## src/rtl/core/vfc_queue.sv

```systemverilog
// short first-in first-out queue between front and back
module vfc_queue #(
	parameter type item_t = logic,
	parameter int  DEPTH  = 2
) (
	input  logic  clk,
	input  logic  arst_n,
	input  logic  push_valid,
	output logic  push_ready,
	input  item_t push_data,
	output logic  pop_valid,
	input  logic  pop_ready,
	output item_t pop_data
);

	localparam int PW = (DEPTH > 1) ? $clog2(DEPTH) : 1;
	localparam int CW = $clog2(DEPTH + 1);
	localparam logic [PW-1:0] LAST_PTR = PW'(DEPTH - 1);
	localparam logic [CW-1:0] FULL_CNT = CW'(DEPTH);

	item_t         entry_q [DEPTH];
	logic [PW-1:0] wptr_q;
	logic [PW-1:0] rptr_q;
	logic [CW-1:0] count_q;
	logic          do_push;
	logic          do_pop;

	assign push_ready = (count_q != FULL_CNT);
	assign pop_valid  = (count_q != '0);
	assign pop_data   = entry_q[rptr_q];
	assign do_push    = push_valid && push_ready;
	assign do_pop     = pop_valid && pop_ready;

	always_ff @(posedge clk or negedge arst_n) begin
		if (!arst_n) begin
			wptr_q  <= '0;
			rptr_q  <= '0;
			count_q <= '0;
		end else begin
			if (do_push) begin
				wptr_q <= (wptr_q == LAST_PTR) ? '0 : wptr_q + 1'b1;
			end
			if (do_pop) begin
				rptr_q <= (rptr_q == LAST_PTR) ? '0 : rptr_q + 1'b1;
			end
			if (do_push && !do_pop) begin
				count_q <= count_q + 1'b1;
			end else if (do_pop && !do_push) begin
				count_q <= count_q - 1'b1;
			end
		end
	end

	always_ff @(posedge clk) begin
		if (do_push) begin
			entry_q[wptr_q] <= push_data;
		end
	end

endmodule

```

## config.mk

```make
export PLATFORM = sky130hd
export DESIGN_NAME = vfc_queue
export DESIGN_NICKNAME = d
export VERILOG_FILES = /design/src/rtl/core/vfc_queue.sv
export SDC_FILE = /design/constraint.sdc
export NUM_CORES = 1
export LEC_CHECK = 0
export BUFFER_PORTS_ARGS = -buffer_cell sky130_fd_sc_hd__buf_2
export CAP_MARGIN = 15
export CORE_AREA = 3 3 40 42
export CTS_CLUSTER_DIAMETER = 80
export DETAILED_ROUTE_END_ITERATION = 12
export DIE_AREA = 0 0 43 45
export GPL_TIMING_DRIVEN = 0
export PLACE_DENSITY_LB_ADDON = 0.15
export SYNTH_ARGS = -nofsm -noshare
export SYNTH_HDL_FRONTEND = slang
export SYNTH_SLANG_ARGS = --single-unit
export TNS_END_PERCENT = 5
```

## constraint.sdc

```tcl
create_clock -name clk -period 1.5 [get_ports clk]
set_input_delay 0.15 -clock clk [delete_from_list [all_inputs] [get_ports clk]]
set_output_delay 0.15 -clock clk [all_outputs]
set_load 0.02 [all_outputs]
```

==> metrics.csv, run 1 <==
metric;value;unit
Post-DP Area;336.6;um2
number of fill cells;145;
TritonRoute pass-1 iters;1;
initial antenna violation count;0;
CTS tree;done;
Worst-path clk slew;50;ps
initial core utilization;22.01;%
Post-Synthesis Cells;21;
Die Y;45;um
grt ovf;0;
Pwr Density;2232;nW/um2
DR iter-0 viols;0;
IO buf count;7;
critical path arrival;1540;ps
fmax;704.8;MHz
Post-Place Worst Slack;58.67;ps
Placeable Area;1285;um2
GRT Total Usage;5.276;%
Slew headroom;88.73;%
Final nets;41;
H-tree depth;1;
Worst EP required;1620;ps
CP max FO;4;
routability congestion estimate from global placement;0.6833;
die footprint;1935;um2
DR vias;177;
cell with the most instances on the worst path;xor2_1;
crit end category;flip-flop;
Area growth syn-to-layout;35.40;%
number of global-route vias before repair;176;
DP Wirelength;375.4;um
sinks on the clock net;6;
Die W;43;um
outcome;completed;
# DRC;0;
Ports;8;
largest net degree at the start of global routing;5;
root buffer cell;clkbuf_4;
Seq/Total Area, Yosys;56.64;%
CP Cell Sequence;nand2b_4 -> nand2_1 -> inv_1 -> ha_1 -> xor2_1 -> nor2_2 -> xor2_1;
Fin. Hold Viols;0;
max_cap viols;0;
Synth Net Count;27;
row cnt;13;
first-pass GRT wire length;655;um
Via-to-Cell Ratio;3.612;
Slowest cell on crit path;dfrtp_1;
CP Launch Type;flip-flop;
CTS max path bufs;2;
clock latency on the worst-skew pair;250;ps
fin crit period;1419;ps
worst setup margin;81.16;ps
slowest cell delay on critical path;410;ps
Design Power;854.4;uW
post-synthesis register bit count;6;
Leakage;0.0001798;uW
post-route cell area;382.9;um2
Buf+Inv Stages, Crit Path;1;
Avg Synthesized Cell Area;13.47;um2
CTS Buf Count;3;
final wirelength;493;um
Synth cell types;13;
crit path kind;flip-flop to flip-flop;
Top Family by Delay on Critical Path;flip-flops;
Setup-failing EPs final;0;
max-slew violations;0;
worst slew pin tran;168.4;ps
share of post-route cells with drive strength above 1;47.06;%
Antenna Violating Nets Remaining;0;
Final Skew;5.244;ps
n_diodes;0;
Worst IR Drop VDD;628.9;uV
final worst-path cycle share;94.59;%
Yosys warning total;0;
synthesized area;282.8;um2
drt wl/cell;10.06;um
worst min path class;input pin to flip-flop;
-- flip-flops by register name (all words and copies together) (netlist names) --
register,cells
rptr_q,1
wptr_q,1
count_q,2
entry_q,2
-- routing by layer --
metal / wire (um) / vias to the layer above / track usage (%)
li1: - / 93 / -
met1: 225 / 79 / 5.637
met2: 236 / 5 / 6.287
met3: 31 / 0 / 1.594
met4: 0 / 0 / 9.036
met5: 0 / - / 0
-- cell families after synthesis --
family | after synthesis | share of synthesized area [%]
xor+xnor | 5 | 15.49
fa+ha+maj | 1 | 4.424
buf+inv | 1 | 1.326
flops | 6 | 56.64
mux | 1 | 3.982
simple gates | 7 | 18.14
-- metrics by stage --
step / setup TNS (ps) / hold slack (ps) / util [%] / instances
after floorplan: 0 / -145.6 / - / 21
after global placement: 0 / -37.20 / 26.19 / 43
after detailed placement: 0 / -37.12 / 26.19 / 43
after CTS: 0 / 82.04 / 29.02 / 48
after global routing: -2.308 / 84.53 / 29.80 / 49
final: 0 / 92.55 / 29.80 / 49
-- cells in the final DEF, fill, tap and decap left out, drive strengths merged --
master,count
and3,1
buf,8
clkbuf,4
dfrtp,4
dlygate4sd3,1
edfxtp,2
ha,1
inv,1
mux2,1
nand2,2
nand2b,1
nor2,2
or2,1
xnor2,3
xor2,2
-- synthesized netlist by cell type (all sizes together) --
library cell	n	area share, %
and3	1	2.2
dfrtp	4	35
edfxtp	2	21
ha	1	4.4
inv	1	1.3
mux2	1	4.0
nand2	2	5.3
nand2b	1	4.9
nor2	2	2.7
or2	1	3.1
xnor2	3	9.3
xor2	2	6.2
-- path summary, 6_finish.rpt --
path,startpoint,to,slack [ps],cells after the start
worst min register to register,wptr_q,wptr_q,490,1
worst max register to register,count_q[0],count_q[1],80,7
worst max-delay path,count_q[0],count_q[1],80,7
max in group asynchronous,arst_n,count_q[0],1130,2
worst min-delay path,push_data,entry_q[0],90,1
min in group asynchronous,arst_n,wptr_q,240,2
-- where the power goes --
part	internal [uW]	switching [uW]	leakage, uW
clock network	101	61.3	0.0000150
registers	246	62.3	0.0000652
logic	200	184	0.0000996
-- area by class of cell --
class                           count  area (um2)  area share [%]
Timing Repair Buffer                9       52.55           13.73
Clock buffer                        4       26.28           6.863
Multi-Input combinational cell     14       121.4           31.70
Sequential cell                     6       160.2           41.83
Inverter                            1       3.754          0.9804
Tap cell                           15       18.77           4.902
-- repair_timing --
| item | in CTS | in global routing |
|---|---|---|
| setup endpoints to repair | 0 | 1 |
| hold buffers | 1 | 0 |
| resized for setup | 0 | 1 |
| hold endpoints to repair | 4 | 0 |
| setup buffers | 0 | 1 |
(Power assumes the default switching activity.)
==> run 2: changes to the inputs <==
--- a/config.mk
+++ b/config.mk
@@ -12,7 +12,6 @@
 export DETAILED_ROUTE_END_ITERATION = 12
 export DIE_AREA = 0 0 43 45
 export GPL_TIMING_DRIVEN = 0
-export PLACE_DENSITY_LB_ADDON = 0.15
 export SYNTH_ARGS = -nofsm -noshare
 export SYNTH_HDL_FRONTEND = slang
 export SYNTH_SLANG_ARGS = --single-unit
==> constraint.sdc (replaced) <==
create_clock -name clk -period 1.7 [get_ports clk]
set_input_delay 0.17 -clock clk [delete_from_list [all_inputs] [get_ports clk]]
set_output_delay 0.17 -clock clk [all_outputs]
set_load 0.02 [all_outputs]
==> run 2 against run 1 <==
Against the previous run: combinational power down 20%; design area shrank 3.6%; sequential share of layout area increased by 1.6 points; via count is 1.7% lower; count of clock-buffer cells in the layout fell by 1; core utilization fell by 1.1 points; register-to-register slack gained 180 ps; sequential power shrank 10%; critical path type unchanged; highest routed layer unchanged.
==> metrics.csv, run 2 (synthesis gave the netlist of run 1 again) <==
metric;value;unit;change
outcome;completed;;
die footprint;1935;um2;unchanged
P_int;454.4;uW;-17%
row cnt;13;;unchanged
IO buf count;7;;unchanged
H-tree depth;1;;unchanged
hold path startpoint;push_data;;
Via-to-Cell Ratio;3.702;;+2.5%
commonest non-fill, non-tap cells in the layout;buf_2 (7), dfrtp_1 (4), xnor2_1 (3), clkbuf_4 (3);;
cell with the most instances on the worst path;xor2_1;;
grt ovf;0;;unchanged
Setup-failing EPs final;0;;unchanged
crit end category;flip-flop;;
Area growth syn-to-layout;30.53;%;
# DRC;0;;unchanged
CTS Buf Count;3;;unchanged
share of post-route cells with drive strength above 1;43.75;%;-3.3 points
Ports;8;;unchanged
max_cap viols;0;;unchanged
Antenna Violating Nets Remaining;0;;unchanged
DR vias;174;;-1.7%
biggest registers after layout;count_q x2, entry_q x2;;
sinks on the clock net;6;;unchanged
DR iter-0 viols;0;;unchanged
routability congestion estimate from global placement;0.6442;;-5.7%
Final nets;40;;-2.4%
Net Sw Power;257.3;uW;-16%
Fin. Hold Viols;0;;unchanged
number of global-route vias before repair;197;;+12%
worst min path class;input pin to flip-flop;;
Sw Ratio;36.15;%;+0.10 points
r2r startpoint;count_q[0];;
Worst IR Drop VDD;644.0;uV;+2.4%
number of fill cells;135;;-6.9%
critical path arrival;1610;ps;+70 ps
Design Power;711.7;uW;-17%
root buffer cell;clkbuf_4;;
final wirelength;481;um;-2.4%
Die Y;45;um;unchanged
final worst-path cycle share;84.93;%;-9.7 points
Slew headroom;87.55;%;-1.2 points
multi-input gate area in the final layout;118.9;um2;-2.1%
first-pass GRT wire length;814;um;+24%
n_diodes;0;;unchanged
CP Launch Type;flip-flop;;
Placeable Area;1285;um2;unchanged
commonest non-fill, non-tap cell in the layout;buf_2;;
RSZ-0062 raised after global routing;no;;
Worst EP required;1860;ps;+240 ps
GRT Total Usage;6.533;%;+1.3 points
initial antenna violation count;0;;unchanged
Top Family by Delay on Critical Path;flip-flops;;
Final Skew;2.862;ps;-2.382 ps
CTS tree;done;;
crit path kind;flip-flop to flip-flop;;
FF/Latch Area;160.2;um2;unchanged
Die W;43;um;unchanged
initial core utilization;22.01;%;unchanged
fin crit period;1444;ps;+24.98 ps
max-slew violations;0;;unchanged
slowest cell delay on critical path;420;ps;about the same
Logic pwr share;42.9;%;-2.0 points
largest net degree at the start of global routing;5;;unchanged
Clk pwr share;18.2;%;-0.8 points
worst slew pin tran;186.8;ps;+18.31 ps
Leakage;0.0001739;uW;-3.3%
CTS max path bufs;2;;unchanged
clock latency on the worst-skew pair;240;ps;about the same
Worst-path clk slew;50;ps;about the same
Slowest cell on crit path;dfrtp_1;;
drt wl/cell;10.23;um;+1.7%
Reg power frac;38.9;%;+2.8 points
CTS resizes;0;;unchanged
CP startpoint;count_q[0];;
TritonRoute pass-1 iters;1;;unchanged
CP max FO;4;;unchanged
Pwr Density;1928;nW/um2;-14%
CP Cell Sequence;nand2b_4 -> nand2_1 -> inv_1 -> ha_1 -> xor2_1 -> nor2_1 -> xor2_1;;
Setup TNS Final;0;ps;unchanged
DP Wirelength;390.5;um;+4.0%
Buf+Inv Stages, Crit Path;1;;unchanged
fmax;692.6;MHz;-1.7%
## run 2: changes by cell type in the layout (fill, tap and decap cells not counted)
cell      delta
clkbuf_1     -1
nor2_1       +1
nor2_2       -1
buf_4        -1
## run 2: per-layer routing
layer,part of all wire (%),track usage [%]
met3,11,2.789
met4,0,7.229
met2,40,8.084
met5,0,0
met1,49,7.843
## run 2: layout make-up
type | count | area share (%)
Tap cell | 15 | 5.085
Sequential cell | 6 | 43.39
Multi-Input combinational cell | 14 | 32.20
Clock buffer | 3 | 6.102
Timing Repair Buffer | 8 | 12.20
Inverter | 1 | 1.017
## run 2: worst paths after layout
| path | end | slack (ps) | cells past startpoint |
|---|---|---|---|
| worst min register to register | rptr_q | 480 | 1 |
| worst max-delay path | count_q[1] | 260 | 7 |
| min in group asynchronous | wptr_q | 270 | 2 |
| max in group asynchronous | rptr_q | 1310 | 2 |
| worst max register to register | count_q[1] | 260 | 7 |
| worst min-delay path | entry_q[1] | 130 | 1 |
## run 2: timing repair
item	CTS	global route
buffers inserted	0	0
hold endpoints to repair	4	0
hold buffers	1	0
## run 2: stage by stage
stage / worst slack, ps / utilization [%] / instance area, um2 / hold WS, ps / std cells
finish: 256.2 / 28.72 / 369.1 / 134.9 / 47
CTS: 257.3 / 28.72 / 369.1 / 126.4 / 47
global placement: 285.6 / 26.19 / 336.6 / -16.03 / 43
detailed placement: 273.2 / 26.19 / 336.6 / -18.57 / 43
floorplan: 309.7 / - / 282.8 / -125.6 / 21
global route: 170.3 / 28.72 / 369.1 / 134.7 / 47
## run 2: power groups by stage
| stage | registers [uW] | logic (uW) | clock network (uW) |
|---|---|---|---|
| finish | 277 | 306 | 129 |
| global route | 288 | 336 | 142 |
| CTS | 278 | 310 | 140 |
| detailed placement | 279 | 305 | 0 |
| global placement | 279 | 298 | 0 |
| floorplan | 266 | 247 | 0 |
==> run 3: changes to the inputs <==
==> constraint.sdc (replaced) <==
create_clock -name clk -period 1.35 [get_ports clk]
set_input_delay 0.135 -clock clk [delete_from_list [all_inputs] [get_ports clk]]
set_output_delay 0.135 -clock clk [all_outputs]
set_load 0.02 [all_outputs]
==> run 3 against run 2 <==
Against the previous run: sequential cell count is the same; register-to-register slack lost 250 ps; combinational power grew 110%; sequential power grew 19%; critical path depth shrank 1; wire length grew 31%; die area is the same; critical endpoint unchanged; count of clock-buffer cells in the layout is the same.
==> metrics.csv, run 3 (synthesis gave the netlist of run 1 again) <==
metric;value;unit;change
initial core utilization;22.01;%;unchanged
Worst EP required;1470;ps;-390 ps
Ports;8;;unchanged
initial antenna violation count;0;;unchanged
worst min path class;input pin to flip-flop;;
CP Launch Type;flip-flop;;
DR vias;209;;+20%
final worst-path cycle share;99.22;%;+14 points
max-slew violations;0;;unchanged
n_diodes;0;;unchanged
Die W;43;um;unchanged
Cell Count, Final, Fillers Out;54;;+15%
Inst Count DP;43;;unchanged
Pwr Density;2491;nW/um2;+29%
die footprint;1935;um2;unchanged
# DRC;0;;unchanged
row cnt;13;;unchanged
H-tree depth;1;;unchanged
biggest registers after layout;count_q x2, entry_q x2;;
clock latency on the worst-skew pair;240;ps;about the same
DP Wirelength;426.5;um;+9.2%
utilization after layout;35.15;%;+6.4 points
commonest non-fill, non-tap cells in the layout;buf_2 (7), buf_4 (7), dfrtp_1 (4);;
max_cap viols;0;;unchanged
critical path arrival;1460;ps;-150 ps
Via-to-Cell Ratio;3.870;;+4.5%
outcome;completed;;
CTS tree;done;;
Fin. Hold Viols;0;;unchanged
number of fill cells;136;;+0.74%
post-route cell area;451.7;um2;+22%
Die Y;45;um;unchanged
Slew headroom;90.78;%;+3.2 points
Leakage;0.0002096;uW;+21%
CP max FO;3;;-1
number of global-route vias before repair;239;;+21%
grt ovf;0;;unchanged
first-pass GRT wire length;959;um;+18%
sinks on the clock net;6;;unchanged
Setup-failing EPs final;0;;unchanged
crit end category;flip-flop;;
CTS max path bufs;2;;unchanged
TritonRoute pass-1 iters;4;;+3
Final nets;47;;+18%
RSZ-0062 raised after global routing;yes;;
DR iter-0 viols;4;;+4
Post-DP Area;354.1;um2;+5.2%
fin crit period;1340;ps;-104.3 ps
Antenna Violating Nets Remaining;0;;unchanged
largest net degree at the start of global routing;5;;unchanged
routability congestion estimate from global placement;0.6344;;-1.5%
CTS Buf Count;3;;unchanged
Area growth syn-to-layout;59.73;%;
crit path kind;flip-flop to flip-flop;;
Placeable Area;1285;um2;unchanged
worst slew pin tran;138.2;ps;-48.58 ps
fmax;746.5;MHz;+7.8%
IO buf count;7;;unchanged
Hold Slack;96.43;ps;-38.48 ps
Worst-path clk slew;50;ps;about the same
GRT Total Usage;7.137;%;+0.60 points
Worst IR Drop VDD;1087;uV;+69%
drt wl/cell;11.65;um;+14%
share of post-route cells with drive strength above 1;66.67;%;+23 points
Final Skew;0.2145;ps;-2.647 ps
final wirelength;629;um;+31%
root buffer cell;clkbuf_4;;
[run 3: worst max-delay path: stages, from the launching register on]
cell and delay (ps):
dfrtp_1 390, or2_4 270, nand2_4 80, ha_4 130, xor2_2 160, nor2_2 60, xor2_1 130
[run 3: layout make-up]
cell class / count / area [um2] / share of cell area [%]
Timing Repair Buffer: 15 / 97.59 / 21.61
Tap cell: 15 / 18.77 / 4.155
Inverter: 1 / 3.754 / 0.8310
Sequential cell: 6 / 160.2 / 35.46
Multi-Input combinational cell: 14 / 148.9 / 32.96
Clock buffer: 3 / 22.52 / 4.986
[run 3: stage by stage]
stage / power (uW) / setup slack, ps / TNS (ps)
final: 1125 / 10.49 / 0
after global routing: 1198 / -30.86 / -30.86
after CTS: 1011 / 7.000 / 0
after detailed placement: 782.9 / -27.22 / -27.22
after global placement: 757.1 / 1.179 / 0
after floorplan: 683.7 / -11.47 / -11.47
[run 3: layer usage]
metal	up-vias	GRT usage, %	routed length (um)
met1	96	7.160	254
met4	0	5.422	0
met3	0	2.789	57
met2	10	11.98	317
li1	103	-	-
met5	-	0	0
[run 3: path summary, 6_finish.rpt]
check / start / endpoint / slack, ps / cells after the start
worst min-delay path: push_data / entry_q[1] / 100 / 1
min in group asynchronous: arst_n / wptr_q / 240 / 2
worst max register to register: count_q[1] / count_q[1] / 10 / 6
max in group asynchronous: arst_n / count_q[1] / 990 / 2
worst max-delay path: count_q[1] / count_q[1] / 10 / 6
worst min register to register: rptr_q / rptr_q / 490 / 1
[run 3: where the power goes]
group / internal [uW] / switching, uW / leakage (uW)
Sequential: 274 / 56.2 / 0.0000652
Combinational: 356 / 275 / 0.000131
Clock: 100 / 63.4 / 0.0000138
[run 3: repair_timing]
action                                  in CTS  in global routing
gates resized for setup                      1                  2
pin swaps                                    2                  4
hold endpoints to repair                     4                  0
endpoints found under the setup margin       1                  1
setup buffers                                2                  5
hold buffers                                 1                  0
